### config.mk
export PLATFORM = sky130hd
export DESIGN_NAME = dilated_fir_zero_padded
export DESIGN_NICKNAME = d
export VERILOG_FILES = /design/src/rtl/dfzp_pkg.sv /design/src/rtl/dfzp_ram.sv /design/src/rtl/dfzp_ctrl.sv /design/src/rtl/dfzp_dp.sv /design/src/rtl/dilated_fir_zero_padded.sv
export SDC_FILE = /design/constraint.sdc
export NUM_CORES = 2
export LEC_CHECK = 0
export BUFFER_PORTS_ARGS = -buffer_cell sky130_fd_sc_hd__buf_2
export CAP_MARGIN = 5
export CORE_ASPECT_RATIO = 0.7
export CORE_MARGIN = 2
export CORE_UTILIZATION = 46
export CTS_BUF_LIST = sky130_fd_sc_hd__clkbuf_8
export DETAILED_ROUTE_END_ITERATION = 7
export HOLD_SLACK_MARGIN = 0.05
export SETUP_SLACK_MARGIN = 0.1
export SLEW_MARGIN = 20
export SYNTH_ARGS = -nofsm -noshare
export SYNTH_HDL_FRONTEND = slang
export SYNTH_SLANG_ARGS = --single-unit
### constraint.sdc
create_clock -name clk -period 6.5 [get_ports clk]
set_input_delay 0.325 -clock clk [delete_from_list [all_inputs] [get_ports clk]]
set_output_delay 0.325 -clock clk [all_outputs]
set_load 0.03 [all_outputs]
### src/rtl/dfzp_pkg.sv
// dfzp_pkg: shared constants, codes and types of the dilated fir block
// used by dfzp_ctrl, dfzp_dp and the top level; depends on nothing
`timescale 1ns / 1ps
`default_nettype none

package dfzp_pkg;

	// default values of the top level parameters
	localparam int MAX_TAPS       = 8;
	localparam int MAX_STRIDE     = 4;
	localparam int COEF_FRAC_BITS = 14;

	// fixed field and register widths
	localparam int SAMPLE_W  = 16;
	localparam int TAP_W     = 16;
	localparam int TAP_SLOTS = 8;
	localparam int TAP_IDX_W = $clog2(TAP_SLOTS);
	localparam int CNT_W     = 4;
	localparam int STRIDE_W  = 3;
	localparam int CFG_W     = 64;
	localparam int CFG_IDX_W = 2;

	// configuration register indexes
	typedef enum logic [CFG_IDX_W-1:0] {
		CFG_TAP_COUNT  = 2'd0,
		CFG_TAP_STRIDE = 2'd1,
		CFG_TAPS_LOW   = 2'd2,
		CFG_TAPS_HIGH  = 2'd3
	} cfg_idx_t;

	localparam logic [CNT_W-1:0]    RST_TAP_COUNT  = 4'd1;
	localparam logic [STRIDE_W-1:0] RST_TAP_STRIDE = 3'd1;
	localparam logic [CFG_W-1:0]    RST_TAPS_LOW   = 64'd16384;
	localparam logic [CFG_W-1:0]    RST_TAPS_HIGH  = 64'd0;

	typedef enum logic [2:0] {
		ST_IDLE,
		ST_CHECK,
		ST_MAC,
		ST_DRAIN,
		ST_OUT
	} state_t;

	// controller to datapath
	typedef struct packed {
		logic push;
		logic push_zero;
		logic row_clear;
		logic mac_start;
		logic mac_issue;
		logic out_load;
		logic run_last;
		logic row_last;
	} ctrl_cmd_t;

	// datapath to controller
	typedef struct packed {
		logic above_lag;
		logic issue_last;
		logic out_free;
	} dp_status_t;

	function automatic logic signed [TAP_W-1:0] tap_sel(
		input logic [2*CFG_W-1:0]   taps,
		input logic [TAP_IDX_W-1:0] k
	);
		logic [TAP_W-1:0] raw;
		raw = taps[k*TAP_W +: TAP_W];
		return signed'(raw);
	endfunction

endpackage

`default_nettype wire

### src/rtl/dfzp_ram.sv
// dfzp_ram: generic single write port ram with one registered read port
// no dependencies
`timescale 1ns / 1ps
`default_nettype none

module dfzp_ram #(
	parameter int WIDTH = 16,
	parameter int DEPTH = 64
) (
	input  wire logic                     clk,
	input  wire logic                     we,
	input  wire logic [$clog2(DEPTH)-1:0] waddr,
	input  wire logic [WIDTH-1:0]         wdata,
	input  wire logic [$clog2(DEPTH)-1:0] raddr,
	output logic      [WIDTH-1:0]         rdata
);

	logic [WIDTH-1:0] mem_q [DEPTH];
	logic [WIDTH-1:0] rdata_q;

	always_ff @(posedge clk) begin
		if (we) begin
			mem_q[waddr] <= wdata;
		end
		rdata_q <= mem_q[raddr];
	end

	assign rdata = rdata_q;

endmodule

`default_nettype wire

### src/rtl/dfzp_ctrl.sv
// dfzp_ctrl: sequencer of the dilated fir; push, tap walk, drain, output, flush
// depends on dfzp_pkg
`timescale 1ns / 1ps
`default_nettype none

module dfzp_ctrl #(
	parameter int MAX_TAPS   = dfzp_pkg::MAX_TAPS,
	parameter int MAX_STRIDE = dfzp_pkg::MAX_STRIDE
) (
	input  wire logic                   clk,
	input  wire logic                   arst_n,
	input  wire logic                   s_tvalid,
	input  wire logic                   s_tlast,
	output logic                        s_tready,
	input  wire logic [$clog2((MAX_TAPS/2)*MAX_STRIDE+2)-1:0] lag,
	input  wire dfzp_pkg::dp_status_t   status,
	output dfzp_pkg::ctrl_cmd_t         cmd
);

	localparam int LAG_MAX = (MAX_TAPS / 2) * MAX_STRIDE;
	localparam int LAG_W   = $clog2(LAG_MAX + 2);

	dfzp_pkg::state_t state_q, state_d;
	logic             row_end_q, row_end_d;
	logic [LAG_W-1:0] rem_q, rem_d;
	logic             drain_q, drain_d;

	always_ff @(posedge clk or negedge arst_n) begin
		if (!arst_n) begin
			state_q   <= dfzp_pkg::ST_IDLE;
			row_end_q <= 1'b0;
			rem_q     <= '0;
			drain_q   <= 1'b0;
		end else begin
			state_q   <= state_d;
			row_end_q <= row_end_d;
			rem_q     <= rem_d;
			drain_q   <= drain_d;
		end
	end

	always_comb begin
		logic adv;
		adv       = 1'b0;
		state_d   = state_q;
		row_end_d = row_end_q;
		rem_d     = rem_q;
		drain_d   = drain_q;
		cmd       = '0;
		s_tready  = 1'b0;
		case (state_q)
			dfzp_pkg::ST_IDLE: begin
				s_tready = 1'b1;
				if (s_tvalid) begin
					cmd.push  = 1'b1;
					row_end_d = s_tlast;
					rem_d     = lag;
					state_d   = dfzp_pkg::ST_CHECK;
				end
			end
			dfzp_pkg::ST_CHECK: begin
				if (status.above_lag) begin
					cmd.mac_start = 1'b1;
					state_d       = dfzp_pkg::ST_MAC;
				end else begin
					adv = 1'b1;
				end
			end
			dfzp_pkg::ST_MAC: begin
				cmd.mac_issue = 1'b1;
				if (status.issue_last) begin
					drain_d = 1'b0;
					state_d = dfzp_pkg::ST_DRAIN;
				end
			end
			dfzp_pkg::ST_DRAIN: begin
				// read and multiply stages still in flight
				drain_d = 1'b1;
				if (drain_q) begin
					state_d = dfzp_pkg::ST_OUT;
				end
			end
			dfzp_pkg::ST_OUT: begin
				if (status.out_free) begin
					cmd.out_load = 1'b1;
					cmd.run_last = !row_end_q || (rem_q == '0);
					cmd.row_last = row_end_q && (rem_q == '0);
					adv          = 1'b1;
				end
			end
			default: begin
				state_d = dfzp_pkg::ST_IDLE;
			end
		endcase
		// after a sample: either push the next flush zero or go back for a word
		if (adv) begin
			if (row_end_q && (rem_q != '0)) begin
				cmd.push_zero = 1'b1;
				rem_d         = rem_q - LAG_W'(1);
				state_d       = dfzp_pkg::ST_CHECK;
			end else begin
				cmd.row_clear = row_end_q;
				state_d       = dfzp_pkg::ST_IDLE;
			end
		end
	end

endmodule

`default_nettype wire

### src/rtl/dfzp_dp.sv
// dfzp_dp: sample history ram, shared multiply-accumulate, round/saturate, output register
// depends on dfzp_pkg and dfzp_ram
`timescale 1ns / 1ps
`default_nettype none

module dfzp_dp #(
	parameter int MAX_TAPS       = dfzp_pkg::MAX_TAPS,
	parameter int MAX_STRIDE     = dfzp_pkg::MAX_STRIDE,
	parameter int COEF_FRAC_BITS = dfzp_pkg::COEF_FRAC_BITS
) (
	input  wire logic                                  clk,
	input  wire logic                                  arst_n,
	input  wire dfzp_pkg::ctrl_cmd_t                   cmd,
	input  wire logic [dfzp_pkg::SAMPLE_W-1:0]         sample,
	input  wire logic [dfzp_pkg::CNT_W-1:0]            n_taps,
	input  wire logic [dfzp_pkg::STRIDE_W-1:0]         stride,
	input  wire logic [$clog2((MAX_TAPS/2)*MAX_STRIDE+2)-1:0] lag,
	input  wire logic [2*dfzp_pkg::CFG_W-1:0]          taps,
	output dfzp_pkg::dp_status_t                       status,
	output logic                                       m_tvalid,
	input  wire logic                                  m_tready,
	output logic [dfzp_pkg::SAMPLE_W-1:0]              value,
	output logic                                       clipped,
	output logic                                       run_last,
	output logic                                       row_last
);

	localparam int LAG_MAX    = (MAX_TAPS / 2) * MAX_STRIDE;
	localparam int HIST_DEPTH = 2 * LAG_MAX + 1;
	localparam int AW         = $clog2(HIST_DEPTH + 1);
	localparam int PROD_W     = 2 * dfzp_pkg::SAMPLE_W;
	localparam int ACC_W      = PROD_W + $clog2(MAX_TAPS) + 1;
	localparam int TIW        = dfzp_pkg::TAP_IDX_W;

	localparam logic signed [ACC_W-1:0] SAT_HI = {{(ACC_W-16){1'b0}}, 16'h7fff};
	localparam logic signed [ACC_W-1:0] SAT_LO = {{(ACC_W-16){1'b1}}, 16'h8000};
	localparam logic signed [ACC_W-1:0] RND    = ACC_W'(1) <<< (COEF_FRAC_BITS - 1);

	// history ring: newest word sits at wp_q - 1, fill_q words of this row are live
	logic [AW-1:0] wp_q;
	logic [AW-1:0] fill_q;
	logic [AW-1:0] idx_q;
	logic [TIW-1:0] k_q;

	logic                               ram_we;
	logic [dfzp_pkg::SAMPLE_W-1:0]      ram_wdata;
	logic [AW-1:0]                      ram_raddr;
	logic [dfzp_pkg::SAMPLE_W-1:0]      ram_rdata;

	logic                               en_s1, ok_s1;
	logic signed [dfzp_pkg::TAP_W-1:0]  tap_s1;
	logic                               en_s2;
	logic signed [PROD_W-1:0]           prod_s2;
	logic signed [ACC_W-1:0]            acc_q;
	logic signed [dfzp_pkg::SAMPLE_W-1:0] x_s1;

	logic signed [ACC_W-1:0]            rnd_sum, shifted;
	logic                               sat_hi, sat_lo;

	logic                               vld_q;
	logic [dfzp_pkg::SAMPLE_W-1:0]      value_q;
	logic                               clipped_q, run_last_q, row_last_q;

	assign ram_we    = cmd.push || cmd.push_zero;
	assign ram_wdata = cmd.push ? sample : '0;
	assign ram_raddr = wp_q - AW'(1) - idx_q;

	dfzp_ram #(
		.WIDTH (dfzp_pkg::SAMPLE_W),
		.DEPTH (2**AW)
	) u_hist (
		.clk   (clk),
		.we    (ram_we),
		.waddr (wp_q),
		.wdata (ram_wdata),
		.raddr (ram_raddr),
		.rdata (ram_rdata)
	);

	always_ff @(posedge clk or negedge arst_n) begin
		if (!arst_n) begin
			wp_q   <= '0;
			fill_q <= '0;
			idx_q  <= '0;
			k_q    <= '0;
			en_s1  <= 1'b0;
			en_s2  <= 1'b0;
		end else begin
			if (ram_we) begin
				wp_q <= wp_q + AW'(1);
			end
			if (cmd.row_clear) begin
				fill_q <= '0;
			end else if (ram_we && (fill_q != AW'(HIST_DEPTH))) begin
				fill_q <= fill_q + AW'(1);
			end
			if (cmd.mac_start) begin
				idx_q <= AW'({lag, 1'b0});
				k_q   <= '0;
			end else if (cmd.mac_issue) begin
				idx_q <= idx_q - AW'(stride);
				k_q   <= k_q + TIW'(1);
			end
			en_s1 <= cmd.mac_issue;
			en_s2 <= en_s1;
		end
	end

	// tap pipeline payload
	always_ff @(posedge clk) begin
		ok_s1   <= idx_q < fill_q;
		tap_s1  <= dfzp_pkg::tap_sel(taps, k_q);
		prod_s2 <= tap_s1 * x_s1;
		if (cmd.mac_start) begin
			acc_q <= '0;
		end else if (en_s2) begin
			acc_q <= acc_q + {{(ACC_W-PROD_W){prod_s2[PROD_W-1]}}, prod_s2};
		end
	end

	// entries older than the row read as zero
	assign x_s1 = ok_s1 ? signed'(ram_rdata) : '0;

	// round half up, floor shift, saturate
	assign rnd_sum = acc_q + RND;
	assign shifted = rnd_sum >>> COEF_FRAC_BITS;
	assign sat_hi  = shifted > SAT_HI;
	assign sat_lo  = shifted < SAT_LO;

	always_ff @(posedge clk or negedge arst_n) begin
		if (!arst_n) begin
			vld_q <= 1'b0;
		end else if (cmd.out_load) begin
			vld_q <= 1'b1;
		end else if (m_tready) begin
			vld_q <= 1'b0;
		end
	end

	always_ff @(posedge clk) begin
		if (cmd.out_load) begin
			value_q    <= sat_hi ? 16'h7fff : (sat_lo ? 16'h8000 : shifted[15:0]);
			clipped_q  <= sat_hi || sat_lo;
			run_last_q <= cmd.run_last;
			row_last_q <= cmd.row_last;
		end
	end

	assign status.above_lag  = fill_q > AW'(lag);
	assign status.issue_last = ({1'b0, k_q} + (TIW+1)'(1)) == (TIW+1)'(n_taps);
	assign status.out_free   = !vld_q || m_tready;

	assign m_tvalid = vld_q;
	assign value    = value_q;
	assign clipped  = clipped_q;
	assign run_last = run_last_q;
	assign row_last = row_last_q;

endmodule

`default_nettype wire

### src/rtl/dilated_fir_zero_padded.sv
// dilated_fir_zero_padded: top level; configuration registers, controller and datapath
// depends on dfzp_pkg, dfzp_ctrl, dfzp_dp, dfzp_ram
//
// Filters one row of signed 16-bit samples with up to eight dilated Q1.14 taps;
// samples outside the row count as zero.
// Input stream: s_tdata = sample, s_tlast = last sample of the row.
// Output stream: m_tdata = filtered value, m_tuser = {run_last, clipped},
// m_tlast = final output of the row.
// Configuration: cfg_we writes cfg_data to register cfg_index at the clock edge
// (0 tap_count, 1 tap_stride, 2 taps 0..3, 3 taps 4..7); write only while idle.
// Sequence: a sample is taken and the history fill is checked; while the fill
// does not exceed the lag the sample gives no output. Otherwise, with n taps in
// use, one history ram read per tap runs through one shared multiply-accumulate,
// followed by a pipeline drain and an output load. A row-end sample then pushes
// h * stride flush zeros (h = n/2), each handled the same way; the next sample
// is taken only once the block is back in idle.
// The output register decouples the sides: s_tready returns while a word still
// waits on m_tready; a stalled receiver holds the block only when the next
// word is ready to load.
// Reset clears the registers to one unit tap at stride one and empties the row.
`timescale 1ns / 1ps
`default_nettype none

module dilated_fir_zero_padded #(
	parameter int MAX_TAPS       = dfzp_pkg::MAX_TAPS,
	parameter int MAX_STRIDE     = dfzp_pkg::MAX_STRIDE,
	parameter int COEF_FRAC_BITS = dfzp_pkg::COEF_FRAC_BITS
) (
	input  wire logic                             clk,
	input  wire logic                             arst_n,
	input  wire logic                             s_tvalid,
	output logic                                  s_tready,
	input  wire logic [15:0]                      s_tdata,   // sample
	input  wire logic                             s_tlast,   // row_end
	output logic                                  m_tvalid,
	input  wire logic                             m_tready,
	output logic [15:0]                           m_tdata,   // value
	output logic [1:0]                            m_tuser,   // run_last, clipped
	output logic                                  m_tlast,   // row_last
	input  wire logic                             cfg_we,
	input  wire logic [dfzp_pkg::CFG_IDX_W-1:0]   cfg_index,
	input  wire logic [dfzp_pkg::CFG_W-1:0]       cfg_data
);

	localparam int LAG_MAX = (MAX_TAPS / 2) * MAX_STRIDE;
	localparam int LAG_W   = $clog2(LAG_MAX + 2);

	logic [dfzp_pkg::CNT_W-1:0]    tap_count_q;
	logic [dfzp_pkg::STRIDE_W-1:0] tap_stride_q;
	logic [dfzp_pkg::CFG_W-1:0]    taps_low_q, taps_high_q;

	logic [dfzp_pkg::CNT_W-1:0]    n_eff;
	logic [dfzp_pkg::STRIDE_W-1:0] s_eff;
	logic [5:0]                    lag_prod;
	logic [LAG_W-1:0]              lag;

	dfzp_pkg::ctrl_cmd_t  cmd;
	dfzp_pkg::dp_status_t status;

	always_ff @(posedge clk or negedge arst_n) begin
		if (!arst_n) begin
			tap_count_q  <= dfzp_pkg::RST_TAP_COUNT;
			tap_stride_q <= dfzp_pkg::RST_TAP_STRIDE;
			taps_low_q   <= dfzp_pkg::RST_TAPS_LOW;
			taps_high_q  <= dfzp_pkg::RST_TAPS_HIGH;
		end else if (cfg_we) begin
			case (cfg_index)
				dfzp_pkg::CFG_TAP_COUNT:  tap_count_q  <= cfg_data[dfzp_pkg::CNT_W-1:0];
				dfzp_pkg::CFG_TAP_STRIDE: tap_stride_q <= cfg_data[dfzp_pkg::STRIDE_W-1:0];
				dfzp_pkg::CFG_TAPS_LOW:   taps_low_q   <= cfg_data;
				dfzp_pkg::CFG_TAPS_HIGH:  taps_high_q  <= cfg_data;
				default: begin
				end
			endcase
		end
	end

	// zero means one, anything above the maximum is clamped
	always_comb begin
		if (tap_count_q == '0) begin
			n_eff = dfzp_pkg::CNT_W'(1);
		end else if (int'(tap_count_q) > MAX_TAPS) begin
			n_eff = dfzp_pkg::CNT_W'(MAX_TAPS);
		end else begin
			n_eff = tap_count_q;
		end
		if (tap_stride_q == '0) begin
			s_eff = dfzp_pkg::STRIDE_W'(1);
		end else if (int'(tap_stride_q) > MAX_STRIDE) begin
			s_eff = dfzp_pkg::STRIDE_W'(MAX_STRIDE);
		end else begin
			s_eff = tap_stride_q;
		end
	end

	assign lag_prod = 6'(n_eff[dfzp_pkg::CNT_W-1:1]) * 6'(s_eff);
	assign lag      = LAG_W'(lag_prod);

	dfzp_ctrl #(
		.MAX_TAPS   (MAX_TAPS),
		.MAX_STRIDE (MAX_STRIDE)
	) u_ctrl (
		.clk      (clk),
		.arst_n   (arst_n),
		.s_tvalid (s_tvalid),
		.s_tlast  (s_tlast),
		.s_tready (s_tready),
		.lag      (lag),
		.status   (status),
		.cmd      (cmd)
	);

	dfzp_dp #(
		.MAX_TAPS       (MAX_TAPS),
		.MAX_STRIDE     (MAX_STRIDE),
		.COEF_FRAC_BITS (COEF_FRAC_BITS)
	) u_dp (
		.clk      (clk),
		.arst_n   (arst_n),
		.cmd      (cmd),
		.sample   (s_tdata),
		.n_taps   (n_eff),
		.stride   (s_eff),
		.lag      (lag),
		.taps     ({taps_high_q, taps_low_q}),
		.status   (status),
		.m_tvalid (m_tvalid),
		.m_tready (m_tready),
		.value    (m_tdata),
		.clipped  (m_tuser[0]),
		.run_last (m_tuser[1]),
		.row_last (m_tlast)
	);

endmodule

`default_nettype wire

## After elaboration in Yosys (flattened, before gate mapping)

Memories as Yosys holds them, arrays and structs flattened. A register that Yosys moved wholly into a read port is not among the register bits.
Index checks and enable logic that the tools add are counted.

| storage, ports and cells | value |
|---|---|
| flip-flop bits (word level) | 273 |
| bits in latches | 0 |
| bits in writable memories | 1,024 |
| ROM bits | 0 |
| bits of input ports | 88 |
| output and inout port bits | 21 |
| logic and storage cells | 129 |
| memories | 1 |

Memory list:

| memory | words | width | rd ports | clocked after memory_dff | wr ports | line | source |
|---|---|---|---|---|---|---|---|
| u_dp.u_hist.mem_q | 64 | 16 | 1 | 1 | 1 | dfzp_ram.sv:18 | `logic [WIDTH-1:0] mem_q [DEPTH];` |

| operators by class | value |
|---|---|
| add/sub/neg operators | 10 |
| $mul | 2 |
| div/mod/pow operators | 0 |
| $lt $le $gt $ge | 6 |
| eq/ne operators | 15 |
| shift operators | 1 |
| multiplexer cells | 44 |
| bitwise gates (word level) | 0 |
| reductions and logical operators | 27 |

Operator list:

| kind | number |
|---|---|
| $shiftx 128x8->16 | 1 |
| $mux 16 | 3 |
| $add 36x15->36 const B | 1 |
| $add 36x36->36 | 1 |
| $mux 3 | 11 |
| $mul 16x16->32 | 1 |
| $mux 6 | 4 |
| $gt 22x16->1 const B | 1 |
| $lt 22x16->1 const B | 1 |
| $mux 5 | 4 |
| $mux 1 | 16 |
| $pmux 3 s5 | 1 |
| $reduce_and 2->1 | 7 |
| $add 6x1->6 const B | 2 |
| $ne 3x2->1 const B | 3 |
| $mux 4 | 2 |
| $reduce_bool 2->1 | 4 |
| $eq 3x2->1 const B | 2 |
| $gt 6x5->1 | 1 |
| $logic_not 3->1 | 2 |
| $lt 6x6->1 | 1 |
| $ne 6x6->1 const B | 1 |
| $sub 6x1->6 const B | 1 |
| $sub 6x3->6 | 1 |
| other kinds (25) | 33 |

## Longest topological paths before layout

| logic depth | value |
|---|---|
| depth in word-level cells | 12 |
| depth in mapped cells | 25 |
| depth with buffers taken out | 23 |

## Modules after synthesis

Synthesis repeated with hierarchy kept, for this count alone.

| unflattened totals | value |
|---|---|
| cells, all modules | 4,148 |
| area total of the unflattened synthesis | 63,836.2 um^2 |

By module, submodules not included:

| module | times used | cells an instance | area an instance (um^2) | sequential area each (um^2) |
|---|---|---|---|---|
| dfzp_ram | 1 | 1,829 | 40,042.2 | 31,069.8 |
| dfzp_dp | 1 | 1,940 | 17,878.4 | 2,872.8 |
| dilated_fir_zero_padded | 1 | 313 | 5,248.8 | 3,382.0 |
| dfzp_ctrl | 1 | 66 | 666.9 | 250.2 |

## Least setup slack after synthesis

No wires, ideal clock.

| timing path | value |
|---|---|
| path type | flip-flop to flip-flop |
| start point | reg u_dp.ok_s1 |
| end point | reg u_dp.prod_s2[28] |
| setup time | 0.072 ns |
| arrival time | 6.232 ns |
| required time | 6.428 ns |
| slack | 0.196 ns |
| stages on the path, launching flop included | 25 |
| buffers on the path | 2 |
| period minus slack after synthesis | 6.304 ns |
| cell sequence | dfxtp_1 > clkbuf_1 > and2_1 > clkbuf_1 > nand2_1 > fa_1 > inv_1 > fa_1 > inv_1 > fa_1 > inv_1 > fa_1 > fa_1 > inv_1 > fa_1 > inv_1 > ha_1 > o21a_1 > a211o_1 > a221oi_2 > nand2b_1 > a21boi_1 > o221a_2 > a21oi_1 > xnor2_1 |

| on the way | value |
|---|---|
| cells in the longest elaborated chain, start to end | 2 |

RTL lines:

| element | line | source |
|---|---|---|
| start: declaration | dfzp_dp.sv:50 | `logic en_s1, ok_s1;` |
| start signal: assignment | dfzp_dp.sv:111 | `ok_s1 <= idx_q < fill_q;` |
| $mux 16 | dfzp_dp.sv:122 | `assign x_s1 = ok_s1 ? signed'(ram_rdata) : '0;` |
| $mul 16x16->32 | dfzp_dp.sv:113 | `prod_s2 <= tap_s1 * x_s1;` |
| end signal: assignment | dfzp_dp.sv:113 |  |
| end: declaration | dfzp_dp.sv:53 | `logic signed [PROD_W-1:0] prod_s2;` |

No other way between the ends.
A chain may end at the register's enable or synchronous reset.

## Worst setup path after layout

| timing path | value |
|---|---|
| start point | reg u_dp.ok_s1 |
| end point | reg u_dp.prod_s2[30] |

Same word-level chain as after synthesis.

==> results.py <==
metrics = {
    "cts": {
        "clk_pin_slew_ps": 60,
        "cts_buffer_depth": 3,
        "clock_latency_ps": 950,
        "clock_sinks": 1313,
        "root_buffer": "clkbuf_8",
        "cts_tree": "built",
        "cts_buffers": 197,
        "h-tree-depth": 4,
    },
    "routing": {
        "drt-vias-per-instance": 5.604,
        "wirelength_um": 157800,
        "wl_per_cell_um": 25.16,
        "drc": 0,
        "drtIter0Drc": 3678,
        "vias": 35135,
        "dr.pass1.iters": 5,
        "postRouteAntennaNets": 0,
    },
    "worst_setup_path": {
        "cp_data_arrival_time_ps": 7020,
        "slowest_stage": "fa_1",
        "critPathMaxStageDelay_ps": 520,
        "worst-path-buf-inv": 5,
        "cpMostUsedCell": "fa_1",
        "critPathCaptureType": "flop",
        "path_class": "flop to flop",
        "cp_data_required_time_ps": 7340,
        "cp_top_family": "adder cells",
        "path_max_fanout": 18,
        "start_kind": "flop",
        "path_cells": "clkbuf_2 > buf_4 > clkbuf_16 > and3_1 > fa_1 > inv_1 > fa_2 > fa_1 > fa_1 > inv_1 > fa_1 > fa_1 > ha_2 > a211oi_2 > o21ai_1 > a211o_1 > a221oi_2 > nand2b_4 > a21boi_4 > o221a_2 > o311ai_2",
    },
    "logic_synthesis": {
        "async_reset_ff_share_pct": 12.87,
        "ys_warn_count": 0,
        "synth_area_um2": 63420,
        "ys.flop_type": "edfxtp_1",
        "yosysUniqueCellTypes": 92,
        "synth_edf_count": 1043,
        "syn_inst": 3910,
        "ys_seq_area_share_pct": 59.25,
        "synth.net_count": 4409,
        "synth_area_per_cell_um2": 16.22,
        "ys_ff_latch": 1313,
    },
    "grt": {
        "grt.total_usage_pct": 22.75,
        "grt_max_degree": 83,
        "grt_pass1_vias": 35241,
        "grt-ovfl-total": 0,
        "antenna_found_initial": 14,
        "grt_pass1_wl_um": 235500,
    },
    "layout": {
        "layout_commonest_cell": "edfxtp_1",
        "final_cell_mix": "edfxtp_1 (1,043), inv_1 (413), mux4_2 (352)",
        "areaGrowthSynthToFinish_pct": 13.04,
        "fillers": 11358,
        "stdcell_count": 6270,
        "multi_input_area_um2": 24010,
        "fin_nets": 4760,
        "regArea_um2": 37600,
        "drive_above_1_share_pct": 26.44,
    },
    "placement": {
        "place_inst": 5819,
        "port-buffer-count": 108,
        "place_hpwl_um": 100500,
        "globalplace.congestion": 0.8992,
    },
    "sta": {
        "max_freq_mhz": 161.9,
        "min_period_over_period_pct": 95.05,
        "slew_headroom_pct": 31.04,
        "slew_violations": 0,
        "worst_slew_pin_slew_ps": 1034,
        "rsz0062_at_grt": "no",
        "min_period_ps": 6178,
        "fin_skew_ps": 67.90,
        "finalSetupTns_ps": 0,
        "hold_viol_final": 0,
        "finalSetupViolCount": 0,
    },
    "status": {
        "status": "completed",
    },
    "die": {
        "core_um2": 136300,
        "rows": 113,
        "top_level_ports": 109,
        "die_w_um": 447.8,
        "dieArea_um2": 140900,
        "die_h_um": 314.7,
        "initial_core_util_pct": 46.53,
    },
    "min_path": {
        "worstHoldPathType": "input pin to flop",
    },
    "flow_run": {
        "max_cap_viol_count": 0,
    },
}
-- logic make-up (layout without fill, tap and decap cells) --
logic type               Yosys count  count (layout)  share of synthesized area (%)
AND/OR/NAND/NOR                  703             703                          5.696
adder cells (fa/ha/maj)          411             411                          11.27
buffers and inverters            533            1044                          3.334
flip-flops                      1313            1313                          59.25
other                              0               9                              0
AO/OA/AOI/OAI                    305             305                          3.182
XOR/XNOR                          96              96                          1.350
multiplexers                     549             549                          15.92
-- stage by stage --
stage               area [um^2]  utilization, %  hold WS (ps)  setup slack, ps
floorplan                 63420               -         29.41            196.2
global placement          66880           49.07         331.9            105.7
detailed placement        66880           49.07         336.1            10.55
CTS                       71510           52.47         55.70            105.4
global route              71680           52.59         130.4            87.57
finish                    71690           52.60         139.9            322.0
-- timing repair --
action,in CTS,in global routing
resized for setup,3,34
buffers inserted,0,6
gates cloned,0,1
endpoints found under the hold margin,229,0
pin swaps,0,8
setup endpoints to repair,2,9
hold buffers,76,0
-- per-layer routing --
layer / global-route usage [%] / routed length, um
met2: 30.22 / 64340
met1: 37.25 / 77190
met3: 5.614 / 13700
met4: 5.257 / 2458
met5: 0 / 68
-- sequential cells by signal (all words and copies together) (netlist names), 3 cells and up --
register / flops
u_dp.u_hist.rdata: 16
taps_high_q: 64
taps_low_q: 64
u_dp.k_q: 3
u_dp.wp_q: 6
u_ctrl.rem_q: 5
u_ctrl.state_q: 3
u_dp.fill_q: 6
u_dp.value: 16
u_dp.acc_q: 36
u_dp.prod_s2: 32
tap_count_q: 4
u_dp.tap_s1: 16
u_dp.idx_q: 6
tap_stride_q: 3
u_dp.u_hist.mem_q: 1024
-- cells in the mapped netlist, types with 33 or more instances --
library cell / number / area share, %
edfxtp_1: 1043 / 49
mux4_2: 352 / 13
inv_1: 343 / 2.0
fa_1: 267 / 8.4
nand2_1: 194 / 1.1
dfrtp_1: 166 / 6.6
nor2_1: 152 / 0.90
mux2_2: 151 / 2.7
and3_1: 144 / 1.4
ha_1: 144 / 2.8
clkbuf_1: 135 / 0.80
dfxtp_1: 101 / 3.2
a21oi_1: 97 / 0.77
xnor2_1: 69 / 0.95
mux2i_1: 45 / 0.71
o21ai_0: 38 / 0.30
nor2b_1: 33 / 0.33
-- path summary, 6_finish.rpt --
check,start,end,depth (start not counted),slack (ps)
worst max register to register,u_dp.ok_s1$_DFF_P_,u_dp.prod_s2[30]$_DFF_P_,21,320
worst max-delay path,u_dp.ok_s1$_DFF_P_,u_dp.prod_s2[30]$_DFF_P_,21,320
worst min-delay path,s_tdata[0],u_dp.u_hist.mem_q[2][0]$_DFFE_PP_,2,140
min in group asynchronous,arst_n,taps_high_q[33]$_DFFE_PN0P_,3,350
max in group asynchronous,arst_n,u_dp.en_s2$_DFF_PN0_,4,5300
worst min register to register,u_dp.en_s1$_DFF_PN0_,u_dp.en_s2$_DFF_PN0_,0,350
-- cell type report --
type	instances	area share (%)
repair buffers	340	3.648
flip-flops and latches	1313	52.45
well taps	1840	3.212
clock inverters	141	1.180
clock buffers	218	4.185
multi-input cells	2064	33.49
inverters	345	1.806
diodes	9	0.03142
Power is left out: the tool's default activity adds up to more than one toggle a clock period on the data nets, which glitch-free logic cannot reach.
